File: config.mk
export PLATFORM = sky130hd
export DESIGN_NAME = bir_apb_regs
export DESIGN_NICKNAME = d
export VERILOG_FILES = /design/src/design/bilinear_image_resampler_unit_macros.svh /design/src/design/bir_pkg.sv /design/src/design/bir_apb_regs.sv
export SDC_FILE = /design/constraint.sdc
export NUM_CORES = 1
export LEC_CHECK = 0
export BUFFER_PORTS_ARGS = -buffer_cell sky130_fd_sc_hd__buf_2
export CAP_MARGIN = 20
export CORE_UTILIZATION = 40
export CTS_BUF_LIST = sky130_fd_sc_hd__clkbuf_16
export DETAILED_ROUTE_END_ITERATION = 12
export PLACE_DENSITY = 0.76
export RECOVER_POWER = 50
export SLEW_MARGIN = 10
export SYNTH_ARGS = -nofsm -noshare
export SYNTH_HDL_FRONTEND = slang
export SYNTH_SLANG_ARGS = --single-unit
File: constraint.sdc
create_clock -name i_clk -period 1.5 [get_ports i_clk]
set_clock_uncertainty 0.2 [all_clocks]
set_input_delay 0.3 -clock i_clk [delete_from_list [all_inputs] [get_ports i_clk]]
set_output_delay 0.3 -clock i_clk [all_outputs]
set_load 0.02 [all_outputs]
File: src/design/bilinear_image_resampler_unit_macros.svh
// assertion macros for the bilinear resampler
// expects i_clk and i_rst_n in the scope of each use
`ifndef BILINEAR_IMAGE_RESAMPLER_UNIT_MACROS_SVH
`define BILINEAR_IMAGE_RESAMPLER_UNIT_MACROS_SVH

// consequent must hold in the same cycle as the antecedent
`define BIR_ASSERT_NOW(lbl, ante, cons, msg) \
    lbl: assert property (@(posedge i_clk) disable iff (!i_rst_n) (ante) |-> (cons)) \
        else $error(msg);

// consequent must hold in the cycle after the antecedent
`define BIR_ASSERT_NEXT(lbl, ante, cons, msg) \
    lbl: assert property (@(posedge i_clk) disable iff (!i_rst_n) (ante) |=> (cons)) \
        else $error(msg);

`endif

File: src/design/bir_pkg.sv
// shared types and constants of the bilinear resampler
// no dependencies
`timescale 1ns / 1ps

package bir_pkg;

    localparam int unsigned MAX_WIDTH_DEF     = 256;
    localparam int unsigned MAX_HEIGHT_DEF    = 256;
    localparam int unsigned FRACTION_BITS_DEF = 8;

    localparam int unsigned COORD_W    = 12;
    localparam int unsigned CHAN_W     = 8;
    localparam int unsigned CHANNELS   = 3;
    localparam int unsigned PIXEL_W    = CHAN_W * CHANNELS;
    localparam int unsigned CFG_DIM_W  = 9;
    localparam int unsigned CFG_STEP_W = 16;
    localparam int unsigned PROD_W     = COORD_W + CFG_STEP_W;
    localparam int unsigned APB_DATA_W = 32;
    localparam int unsigned PADDR_W    = 4;

    localparam logic [CFG_DIM_W-1:0]  RST_SOURCE_WIDTH  = 9'd256;
    localparam logic [CFG_DIM_W-1:0]  RST_SOURCE_HEIGHT = 9'd256;
    localparam logic [CFG_STEP_W-1:0] RST_SOURCE_STEP   = 16'd256;

    typedef enum logic [1:0] {
        REG_SOURCE_WIDTH  = 2'd0,
        REG_SOURCE_HEIGHT = 2'd1,
        REG_SOURCE_STEP   = 2'd2
    } t_reg_idx;

    typedef enum logic {
        OP_WRITE   = 1'b0,
        OP_REQUEST = 1'b1
    } t_op;

    typedef struct packed {
        logic [CFG_DIM_W-1:0]  source_width;
        logic [CFG_DIM_W-1:0]  source_height;
        logic [CFG_STEP_W-1:0] source_step;
    } t_cfg;

    typedef struct packed {
        logic clear;
        logic acc_en;
    } t_blend_ctl;

endpackage

File: src/design/bir_apb_regs.sv
// apb-style configuration registers: source width, height and step
// depends on bir_pkg
`timescale 1ns / 1ps

module bir_apb_regs (
    input  logic                           i_clk,
    input  logic                           i_rst_n,
    input  logic                           psel,
    input  logic                           penable,
    input  logic                           pwrite,
    input  logic [bir_pkg::PADDR_W-1:0]    paddr,
    input  logic [bir_pkg::APB_DATA_W-1:0] pwdata,
    output logic [bir_pkg::APB_DATA_W-1:0] prdata,
    output logic                           pready,
    output bir_pkg::t_cfg                  o_cfg
);

    bir_pkg::t_cfg r_cfg;
    logic          wr_en;
    logic [1:0]    reg_idx;

    assign pready  = 1'b1;
    assign wr_en   = psel && penable && pwrite && pready;
    // word index, byte lane bits are ignored
    assign reg_idx = paddr[3:2];

    always_ff @(posedge i_clk) begin
        if (!i_rst_n) begin
            r_cfg.source_width  <= bir_pkg::RST_SOURCE_WIDTH;
            r_cfg.source_height <= bir_pkg::RST_SOURCE_HEIGHT;
            r_cfg.source_step   <= bir_pkg::RST_SOURCE_STEP;
        end else if (wr_en) begin
            unique case (reg_idx)
                bir_pkg::REG_SOURCE_WIDTH: begin
                    r_cfg.source_width <= pwdata[bir_pkg::CFG_DIM_W-1:0];
                end
                bir_pkg::REG_SOURCE_HEIGHT: begin
                    r_cfg.source_height <= pwdata[bir_pkg::CFG_DIM_W-1:0];
                end
                bir_pkg::REG_SOURCE_STEP: begin
                    r_cfg.source_step <= pwdata[bir_pkg::CFG_STEP_W-1:0];
                end
                default: begin
                end
            endcase
        end
    end

    always_comb begin
        unique case (reg_idx)
            bir_pkg::REG_SOURCE_WIDTH:  prdata = bir_pkg::APB_DATA_W'(r_cfg.source_width);
            bir_pkg::REG_SOURCE_HEIGHT: prdata = bir_pkg::APB_DATA_W'(r_cfg.source_height);
            bir_pkg::REG_SOURCE_STEP:   prdata = bir_pkg::APB_DATA_W'(r_cfg.source_step);
            default:                    prdata = '0;
        endcase
    end

    assign o_cfg = r_cfg;

endmodule

==> run_results.csv <==
group,metric,value,unit
placed_design,portBuffers,72,
synthesis,avgSynthCellArea,9.066,sq um
layout,final_common_cell,"nand2_1",
synthesis,yosysTopAreaCell,"dfxtp_1",
synthesis,synth_top_area_share,39.31,%
synthesis,synth-seq-cells,34,
synthesis,yosysWarnings,0,
power,switchingPower,0.0005109,W
clock_network,ctsHoldBuffers,0,
floorplanning,dieArea,0.004596,sq mm
setup_path,crit_required,1.00,ns
timing,finalCritPeriodShare,98.97,%
power,power_frac_seq,43.5,%
job,maxCapViolations,0,
detailed_routing,wl_per_cell,12.13,um
detailed_routing,antenna_left,0,
detailed_routing,dr_wl_met3,233,um
power,p_comb_share,11.7,%
power,p_clk_share,44.8,%
floorplanning,die_w,67.80,um
power,p_int,0.001614,W
setup_path,crit_buf_inv,3,
power,power,0.002125,W
setup_path,critPathKind,"in2out",
detailed_routing,route.vias.total,1525,
floorplanning,ios,108,
setup_path,slowest_delay,0.16,ns
setup_path,endpoint_kind,"primary output",
setup_path,arrival,0.98,ns
setup_path,rrSetupSlack,0.52,ns
power,ir_drop,0.5376,mV
floorplanning,rows,23,
global_route,grt_util_all_layers,17.82,%
hold_path,holdCritPathClass,"in2reg",
setup_path,crit_path_start_kind,"input port",
hold_path,worstHoldStart,"pwdata[9]",
clock_network,cts_tree,"yes",
synthesis,synth-seq-area-share,39.31,%
clock_network,clk_pin_slew,0.05,ns
layout,nNetsFinal,318,
detailed_routing,routed.top_layer,"met4",
global_route,gr-total-overflow,0,
power,leakage,1.162,nW
setup_path,r2r_end,"o_cfg[33]",
status,outcome,"finished, final reports clean",
floorplanning,coreArea,0.004086,sq mm
layout,diodes,0,
synthesis,synth_area,0.001732,sq mm
timing,rsz0062_at_grt,"yes",
power,p_per_area,902.5,mW/mm^2
timing,fmax,673.6,MHz
layout,final_cell_area,0.002355,sq mm
global_route,grt_max_degree,51,
floorplanning,start_util,42.38,%
placed_design,gp_congestion,0.7393,
detailed_routing,wl,3978,um
floorplanning,dieHeight,67.80,um
setup_path,crit_family,"buffers and inverters",
clock_network,numCtsBuffers,5,
detailed_routing,wl_met2,2017,um
hold_path,min_path_cells,3,
setup_path,reg2reg_depth,2,
placed_design,hpwlAfterDp,2841,um
detailed_routing,via_per_inst,4.649,
clock_network,clock-root-buffer,"clkbuf_16",
setup_path,r2r_start,"o_cfg[33]",
synthesis,ys_types,19,
synthesis,syn_inst,191,
clock_network,clockBufferDepth,2,
layout,layout-drive-gt1-share,39.57,%
hold_path,min_to,"o_cfg[9]",
timing,drv_slew,0,
timing,hold_viol_final,0,
power,switching_share,24.04,%
timing,whs,0.07457,ns
detailed_routing,wl_met1,1708,um
clock_network,clk_latency,0.27,ns
timing,finalSetupViolCount,0,
clock_network,cts-htree-levels,2,
global_route,grt_pass1_vias,1290,
global_route,grt_pass1_wl,5927,um
timing,min_period,1.484,ns
detailed_routing,remaining_drc_errors,0,
placed_design,place_area,0.002146,sq mm
setup_path,cp_slowest_cell,"buf_4",
clock_network,clock-sinks,34,
synthesis,yosys-top-cells-area,"dfxtp_1 (39%), mux2i_1 (25%), nand2_1 (12%)",
detailed_routing,firstDrtPassIters,4,
layout,largest_reg_flops,34,
layout,area.growth.synth_to_final,35.98,%
timing,setup-tns-final,0,ns
detailed_routing,drtIter0Drc,65,
global_route,antenna_found_initial,0,
setup_path,cp_max_fo,8,
setup_path,cp_cell_sequence,"buf_8, nor2b_4, buf_6, nand2_1, o21ai_1, buf_4",
layout,final_cell_mix,"nand2_1 (53), buf_2 (50), mux2i_1 (43)",
-- what timing repair did --
item,4_1_cts,5_1_grt
setup buffers,2,1
pin swaps,1,4
setup endpoints to repair,16,13
resized for setup,22,20
-- kinds of logic (layout without fill, tap and decap cells) --
family / Yosys count / after routing / synth area share (%)
muxes: 43 / 43 / 24.86
and+or+nand+nor: 73 / 73 / 19.44
other: 2 / 17 / 0.4337
buffers and inverters: 30 / 102 / 13.37
AOI/OAI and AO/OA: 9 / 9 / 2.601
DFF: 34 / 34 / 39.31
-- cell usage after synthesis --
library cell	number
clkbuf_1	2
and2b_1	1
and2_1	7
and2b_2	2
nand4_1	1
nand2_1	55
or3_1	1
conb_1	2
nor3b_1	1
nor2b_1	3
nand3_2	1
buf_6	2
dfxtp_1	34
clkbuf_8	3
buf_4	18
buf_2	5
o21ai_0	9
nor3b_2	1
mux2i_1	43
-- layout make-up --
cell class / count / area (sq um)
timing repair buffer: 94 / 564.3
clock buffer: 5 / 125.1
tap: 50 / 62.56
multi-input combinational: 142 / 889.6
clock inverter: 3 / 12.51
sequential: 34 / 700.7
fill: 386 / 1732
-- worst reg2reg max path, stage by stage (launching register included) --
cell and delay [ns]:
dfxtp_2 0.34, and2b_2 0.21, mux2i_1 0.15
-- power groups by stage --
stage / Combinational, W / Clock [W] / Sequential [W]
after floorplan: 0.000170 / 0 / 0.000957
after global placement: 0.000234 / 0 / 0.000943
after detailed placement: 0.000237 / 0 / 0.000943
after CTS: 0.000254 / 0.000966 / 0.000924
after global routing: 0.000270 / 0.00101 / 0.000926
final: 0.000248 / 0.000952 / 0.000925
-- how the worst max path moves through the flow --
| stage | start | end | slack, ns | cells past startpoint |
|---|---|---|---|---|
| 2_1_floorplan | paddr[3] | prdata[10] | 0.03 | 3 |
| 3_3_place_gp | paddr[2] | prdata[1] | -0.11 | 6 |
| 3_5_place_dp | paddr[2] | prdata[0] | -0.12 | 6 |
| 4_1_cts | o_cfg[4] | prdata[4] | -0.004 | 3 |
| 5_1_grt | o_cfg[26] | prdata[1] | -0.04 | 3 |
| 6_report | paddr[2] | prdata[4] | 0.02 | 6 |
-- metrics by stage --
stage	worst slack, ns	cells	util, %
after floorplan	0.02599	206	-
after global placement	-0.1139	317	52.51
after detailed placement	-0.1198	317	52.51
after CTS	-0.004437	327	57.75
after global routing	-0.03874	328	57.62
final	0.01551	328	57.62
-- per-layer routing --
metal / track usage, % / vias to the layer above
li1: - / 762
met1: 20.29 / 706
met2: 30.94 / 53
met3: 6.081 / 4
met4: 5.729 / 0
met5: 0 / -
(Power assumes the default switching activity.)
