--- src/design/bilinear_image_resampler_unit_macros.svh ---
// assertion macros for the bilinear resampler
// expects i_clk and i_rst_n in the scope of each use
`ifndef BILINEAR_IMAGE_RESAMPLER_UNIT_MACROS_SVH
`define BILINEAR_IMAGE_RESAMPLER_UNIT_MACROS_SVH

// consequent must hold in the same cycle as the antecedent
`define BIR_ASSERT_NOW(lbl, ante, cons, msg) \
    lbl: assert property (@(posedge i_clk) disable iff (!i_rst_n) (ante) |-> (cons)) \
        else $error(msg);

// consequent must hold in the cycle after the antecedent
`define BIR_ASSERT_NEXT(lbl, ante, cons, msg) \
    lbl: assert property (@(posedge i_clk) disable iff (!i_rst_n) (ante) |=> (cons)) \
        else $error(msg);

`endif

--- src/design/bir_pkg.sv ---
// shared types and constants of the bilinear resampler
// no dependencies
`timescale 1ns / 1ps

package bir_pkg;

    localparam int unsigned MAX_WIDTH_DEF     = 256;
    localparam int unsigned MAX_HEIGHT_DEF    = 256;
    localparam int unsigned FRACTION_BITS_DEF = 8;

    localparam int unsigned COORD_W    = 12;
    localparam int unsigned CHAN_W     = 8;
    localparam int unsigned CHANNELS   = 3;
    localparam int unsigned PIXEL_W    = CHAN_W * CHANNELS;
    localparam int unsigned CFG_DIM_W  = 9;
    localparam int unsigned CFG_STEP_W = 16;
    localparam int unsigned PROD_W     = COORD_W + CFG_STEP_W;
    localparam int unsigned APB_DATA_W = 32;
    localparam int unsigned PADDR_W    = 4;

    localparam logic [CFG_DIM_W-1:0]  RST_SOURCE_WIDTH  = 9'd256;
    localparam logic [CFG_DIM_W-1:0]  RST_SOURCE_HEIGHT = 9'd256;
    localparam logic [CFG_STEP_W-1:0] RST_SOURCE_STEP   = 16'd256;

    typedef enum logic [1:0] {
        REG_SOURCE_WIDTH  = 2'd0,
        REG_SOURCE_HEIGHT = 2'd1,
        REG_SOURCE_STEP   = 2'd2
    } t_reg_idx;

    typedef enum logic {
        OP_WRITE   = 1'b0,
        OP_REQUEST = 1'b1
    } t_op;

    typedef struct packed {
        logic [CFG_DIM_W-1:0]  source_width;
        logic [CFG_DIM_W-1:0]  source_height;
        logic [CFG_STEP_W-1:0] source_step;
    } t_cfg;

    typedef struct packed {
        logic clear;
        logic acc_en;
    } t_blend_ctl;

endpackage

--- src/design/bir_blend.sv ---
// per-channel weighted accumulation of the four neighbour pixels
// depends on bir_pkg
`timescale 1ns / 1ps

module bir_blend #(
    parameter int unsigned FRACTION_BITS = bir_pkg::FRACTION_BITS_DEF
) (
    input  logic                        i_clk,
    input  bir_pkg::t_blend_ctl         i_ctl,
    input  logic [2*FRACTION_BITS:0]    i_wt,
    input  logic [bir_pkg::PIXEL_W-1:0] i_pixel,
    output logic [bir_pkg::CHAN_W-1:0]  o_red,
    output logic [bir_pkg::CHAN_W-1:0]  o_green,
    output logic [bir_pkg::CHAN_W-1:0]  o_blue
);

    localparam int unsigned ACC_W = 2 * FRACTION_BITS + bir_pkg::CHAN_W;

    logic [ACC_W-1:0] r_acc [bir_pkg::CHANNELS];
    logic [ACC_W-1:0] n_acc [bir_pkg::CHANNELS];

    // channel 0 is red in the top byte
    always_comb begin
        for (int ch = 0; ch < bir_pkg::CHANNELS; ch++) begin
            n_acc[ch] = r_acc[ch] + ACC_W'(ACC_W'(i_wt)
                      * ACC_W'(i_pixel[bir_pkg::PIXEL_W-1-bir_pkg::CHAN_W*ch -: bir_pkg::CHAN_W]));
        end
    end

    always_ff @(posedge i_clk) begin
        for (int ch = 0; ch < bir_pkg::CHANNELS; ch++) begin
            if (i_ctl.clear) begin
                r_acc[ch] <= '0;
            end else if (i_ctl.acc_en) begin
                r_acc[ch] <= n_acc[ch];
            end
        end
    end

    assign o_red   = r_acc[0][2*FRACTION_BITS +: bir_pkg::CHAN_W];
    assign o_green = r_acc[1][2*FRACTION_BITS +: bir_pkg::CHAN_W];
    assign o_blue  = r_acc[2][2*FRACTION_BITS +: bir_pkg::CHAN_W];

endmodule

--- config.mk ---
export PLATFORM = sky130hd
export DESIGN_NAME = bir_blend
export DESIGN_NICKNAME = d
export VERILOG_FILES = /design/src/design/bilinear_image_resampler_unit_macros.svh /design/src/design/bir_pkg.sv /design/src/design/bir_blend.sv
export SDC_FILE = /design/constraint.sdc
export NUM_CORES = 1
export LEC_CHECK = 0
export BUFFER_PORTS_ARGS = -buffer_cell sky130_fd_sc_hd__buf_2
export CAP_MARGIN = 25
export CORE_MARGIN = 4
export CORE_UTILIZATION = 59
export DETAILED_ROUTE_END_ITERATION = 8
export GPL_TIMING_DRIVEN = 1
export PLACE_DENSITY = 0.8
export SYNTH_ARGS = -nofsm -noshare
export SYNTH_HDL_FRONTEND = slang
export SYNTH_SLANG_ARGS = --single-unit
--- constraint.sdc ---
create_clock -name i_clk -period 4.9 [get_ports i_clk]
set_input_delay 0.245 -clock i_clk [delete_from_list [all_inputs] [get_ports i_clk]]
set_output_delay 0.245 -clock i_clk [all_outputs]
set_load 0.03 [all_outputs]
==> results by group <==
Critical path
  – CP Launch Type: flip-flop
  – Worst r2r path cells: 16
  – Highest-delay cell along the critical path: fa_1
  – Setup CP Type: flip-flop to flip-flop
  – Crit-path max FO: 5
  – Slowest cell delay on critical path: 0.55 ns
  – Crit-path cells: inv_1, fa_1, inv_1, fa_1, fa_1, inv_1, fa_1, inv_1, ha_1, nand2_1, o211a_1, nor3_1, o2111ai_1, a21boi_0, o21a_1, nor3_1
  – R2R Path End: r_acc[0][18]$_SDFFCE_PN0P_
  – Worst setup EP type: flip-flop
  – Worst R2R Start: r_acc[0][10]$_SDFFCE_PN0P_
  – R2R setup slack: 0.25 ns
  – CP required: 4.98 ns
  – Worst path arrival time: 4.73 ns

Synthesis
  – Mapped Area: 17200 um2
  – Syn avg cell area: 9.04 um2
  – Syn_nets: 2406
  – Post-Synth Adder-Cell Area: 0.481
  – Synth Area in Simple Gates: 0.177
  – #FFs+latches synth: 72
  – Cell taking the most area after synthesis: fa_1
  – Post-synthesis mux area share: 0.000582
  – Largest family of logic cells by synthesized area: adder cells
  – Register area share after synthesis: 0.126
  – Post-synthesis compound-gate area fraction: 0.0613
  – Post-Synth XOR/XNOR Area: 0.0260
  – Synth area leaders: fa_1, edfxtp_1, inv_1
  – Synth unique cells: 54
  – Syn Inst Count: 1903
  – Post-synth top area share: 0.391
  – Top FF cell, synth: edfxtp_1
  – Yosys warnings: 0
  – Share of flip-flops with an asynchronous set or reset: 0
  – Post-synth EDFFs: 72

Global route
  – Pin count of the biggest net entering global routing: 39
  – Remaining Overflow, GRT: 0
  – Vias in the first global route: 13900
  – First-pass GRT wire length: 67700 um
  – Gr usage total: 0.268
  – Antenna violations before repair: 1

Detailed routing
  – Final wirelength: 39500 um
  – Initial drt markers: 851
  – Via Count: 12500
  – DR WL/cell: 16.9 um
  – Residual DRC: 0
  – Drt first pass iters: 5
  – ANT nets after route: 0
  – Number of vias per cell: 5.38

Outcome
  – Status: finished clean

Placed design
  – DP HPWL: 31500 um
  – Placed standard-cell area: 18100 um2
  – Port bufs: 67
  – Pre-CTS WS: -0.00916 ns
  – Placer Congestion: 0.892

STA
  – Fmax: 0.215 GHz
  – Tmin final: 4.65 ns
  – RSZ-0062 raised after global routing: no
  – Final Setup Violations: 0
  – Setup ws final: 0.252 ns
  – Final Max Tran Viols: 0
  – Hold Violations, Final: 0
  – Worst rel slew slack: 0.478
  – Final worst-path cycle share: 0.949
  – Worst-Margin Slew: 0.784 ns
  – Worst Skew: 0.0109 ns

Min path
  – Hold Startpoint: i_ctl[1]
  – Worst Hold Class: input pin to flip-flop
  – Hold path depth: 5
  – Hold EP: r_acc[0][8]$_SDFFCE_PN0P_

Die
  – Placeable Area: 28700 um2
  – Die Span Y: 179 um
  – Die footprint: 31900 um2
  – Core Rows: 62
  – Initial Util: 0.599
  – Die Width: 179 um
  – I/O pin cnt: 68

Finish
  – Most used cells in the layout excluding fill and tap cells: inv_1, fa_1, and2_1
  – Largest Register: r_acc
  – Nets: 2445
  – P&R area growth vs syn: 6.82%
  – Layout cells sized above 1: 0.0817
  – Post-layout util: 0.640
  – Number of flip-flops in the largest register: 72
  – Final Cell Area: 18400 um2
  – Most common cell after layout, fill and taps aside: inv_1
  – Largest registers: r_acc x72

CTS
  – Clock latency on the worst-skew pair: 0.37 ns
  – Post-CTS Setup Bufs: 0
  – Post-CTS sizing: 0
  – Clk root buf: clkbuf_16
  – Clock-pin slew on the worst setup and hold paths: 0.06 ns
  – Hold Buf Count CTS: 0
  – H-tree depth: 3
  – CTS tree: done
  – Clock sink count: 72
  – CTS Buffer Depth: 2
  – TritonCTS Buffers: 9

Run
  – MaxCap Viol Count: 0
## worst max-delay path: cells and delay by family (launching register included)
family	cells	cell delay [ns]
simple gates	3	0.47
flops	1	0.34
fa+ha+maj	5	2.44
compound gates	4	0.90
buf+inv	4	0.23
## stage by stage
| step | cells | TNS (ns) | hold slack [ns] |
|---|---|---|---|
| finish | 2331 | 0 | 0.609 |
| global route | 2331 | 0 | 0.624 |
| CTS | 2330 | 0 | 0.601 |
| detailed placement | 2315 | -0.00916 | 0.639 |
| floorplan | 1903 | 0 | 0.622 |
| global placement | 2314 | 0 | 0.636 |
## cells by family (layout without fill, tap and decap cells)
| logic type | after synthesis | in the layout |
|---|---|---|
| adder cells (fa/ha/maj) | 459 | 459 |
| XOR/XNOR | 51 | 51 |
| buffers and inverters | 567 | 610 |
| other | 0 | 1 |
| flip-flops | 72 | 72 |
| multiplexers | 1 | 1 |
| AND/OR/NAND/NOR | 587 | 587 |
| AO/OA/AOI/OAI | 166 | 166 |
## layout make-up
type                       count  area (um2)
clock inverter                 6        85.1
tap                          384         480
clock buffer                   9         225
timing repair buffer         127         836
antenna                        1        2.50
inverter                     468        1760
sequential                    72        2160
multi-input combinational   1264       12800
fill                        2324       10300
## how the worst max path moves through the flow
stage                                  to  depth (start not counted)  slack [ns]                        from
4_1_cts        r_acc[0][18]$_SDFFCE_PN0P_                         16        0.23  r_acc[0][10]$_SDFFCE_PN0P_
6_report       r_acc[0][18]$_SDFFCE_PN0P_                         16        0.25  r_acc[0][10]$_SDFFCE_PN0P_
5_1_grt        r_acc[0][18]$_SDFFCE_PN0P_                         16      0.0001  r_acc[0][10]$_SDFFCE_PN0P_
3_3_place_gp   r_acc[0][18]$_SDFFCE_PN0P_                         17        0.12                    i_wt[11]
3_5_place_dp   r_acc[0][18]$_SDFFCE_PN0P_                         17      -0.009                    i_wt[11]
2_1_floorplan  r_acc[0][21]$_SDFFCE_PN0P_                         18        0.15                 i_pixel[16]
## routing by layer
| metal | track usage | up-vias | wire length, um |
|---|---|---|---|
| li1 | - | 5718 | - |
| met1 | 0.353 | 6316 | 16300 |
| met2 | 0.458 | 427 | 19600 |
| met3 | 0.0380 | 87 | 2280 |
| met4 | 0.0934 | 0 | 1270 |
| met5 | 0 | - | 0 |
## cell usage after synthesis, types with 5 or more instances
| cell | number |
|---|---|
| inv_1 | 468 |
| fa_1 | 336 |
| and2_1 | 257 |
| nand2_1 | 196 |
| ha_1 | 123 |
| clkbuf_1 | 72 |
| edfxtp_1 | 72 |
| a21oi_1 | 56 |
| nor2_1 | 54 |
| o21ai_0 | 34 |
| xnor2_1 | 30 |
| buf_4 | 24 |
| nor3_1 | 24 |
| xor2_1 | 21 |
| a21o_1 | 20 |
| nand4_1 | 11 |
| o21a_1 | 10 |
| nor2b_1 | 9 |
| a31oi_1 | 8 |
| a211oi_1 | 6 |
| nand2b_1 | 6 |
| nand3_1 | 6 |
| nor3b_1 | 6 |
| o31ai_1 | 5 |
Power is left out: the tool's default activity adds up to more than one toggle a clock period on the data nets, which glitch-free logic cannot reach.
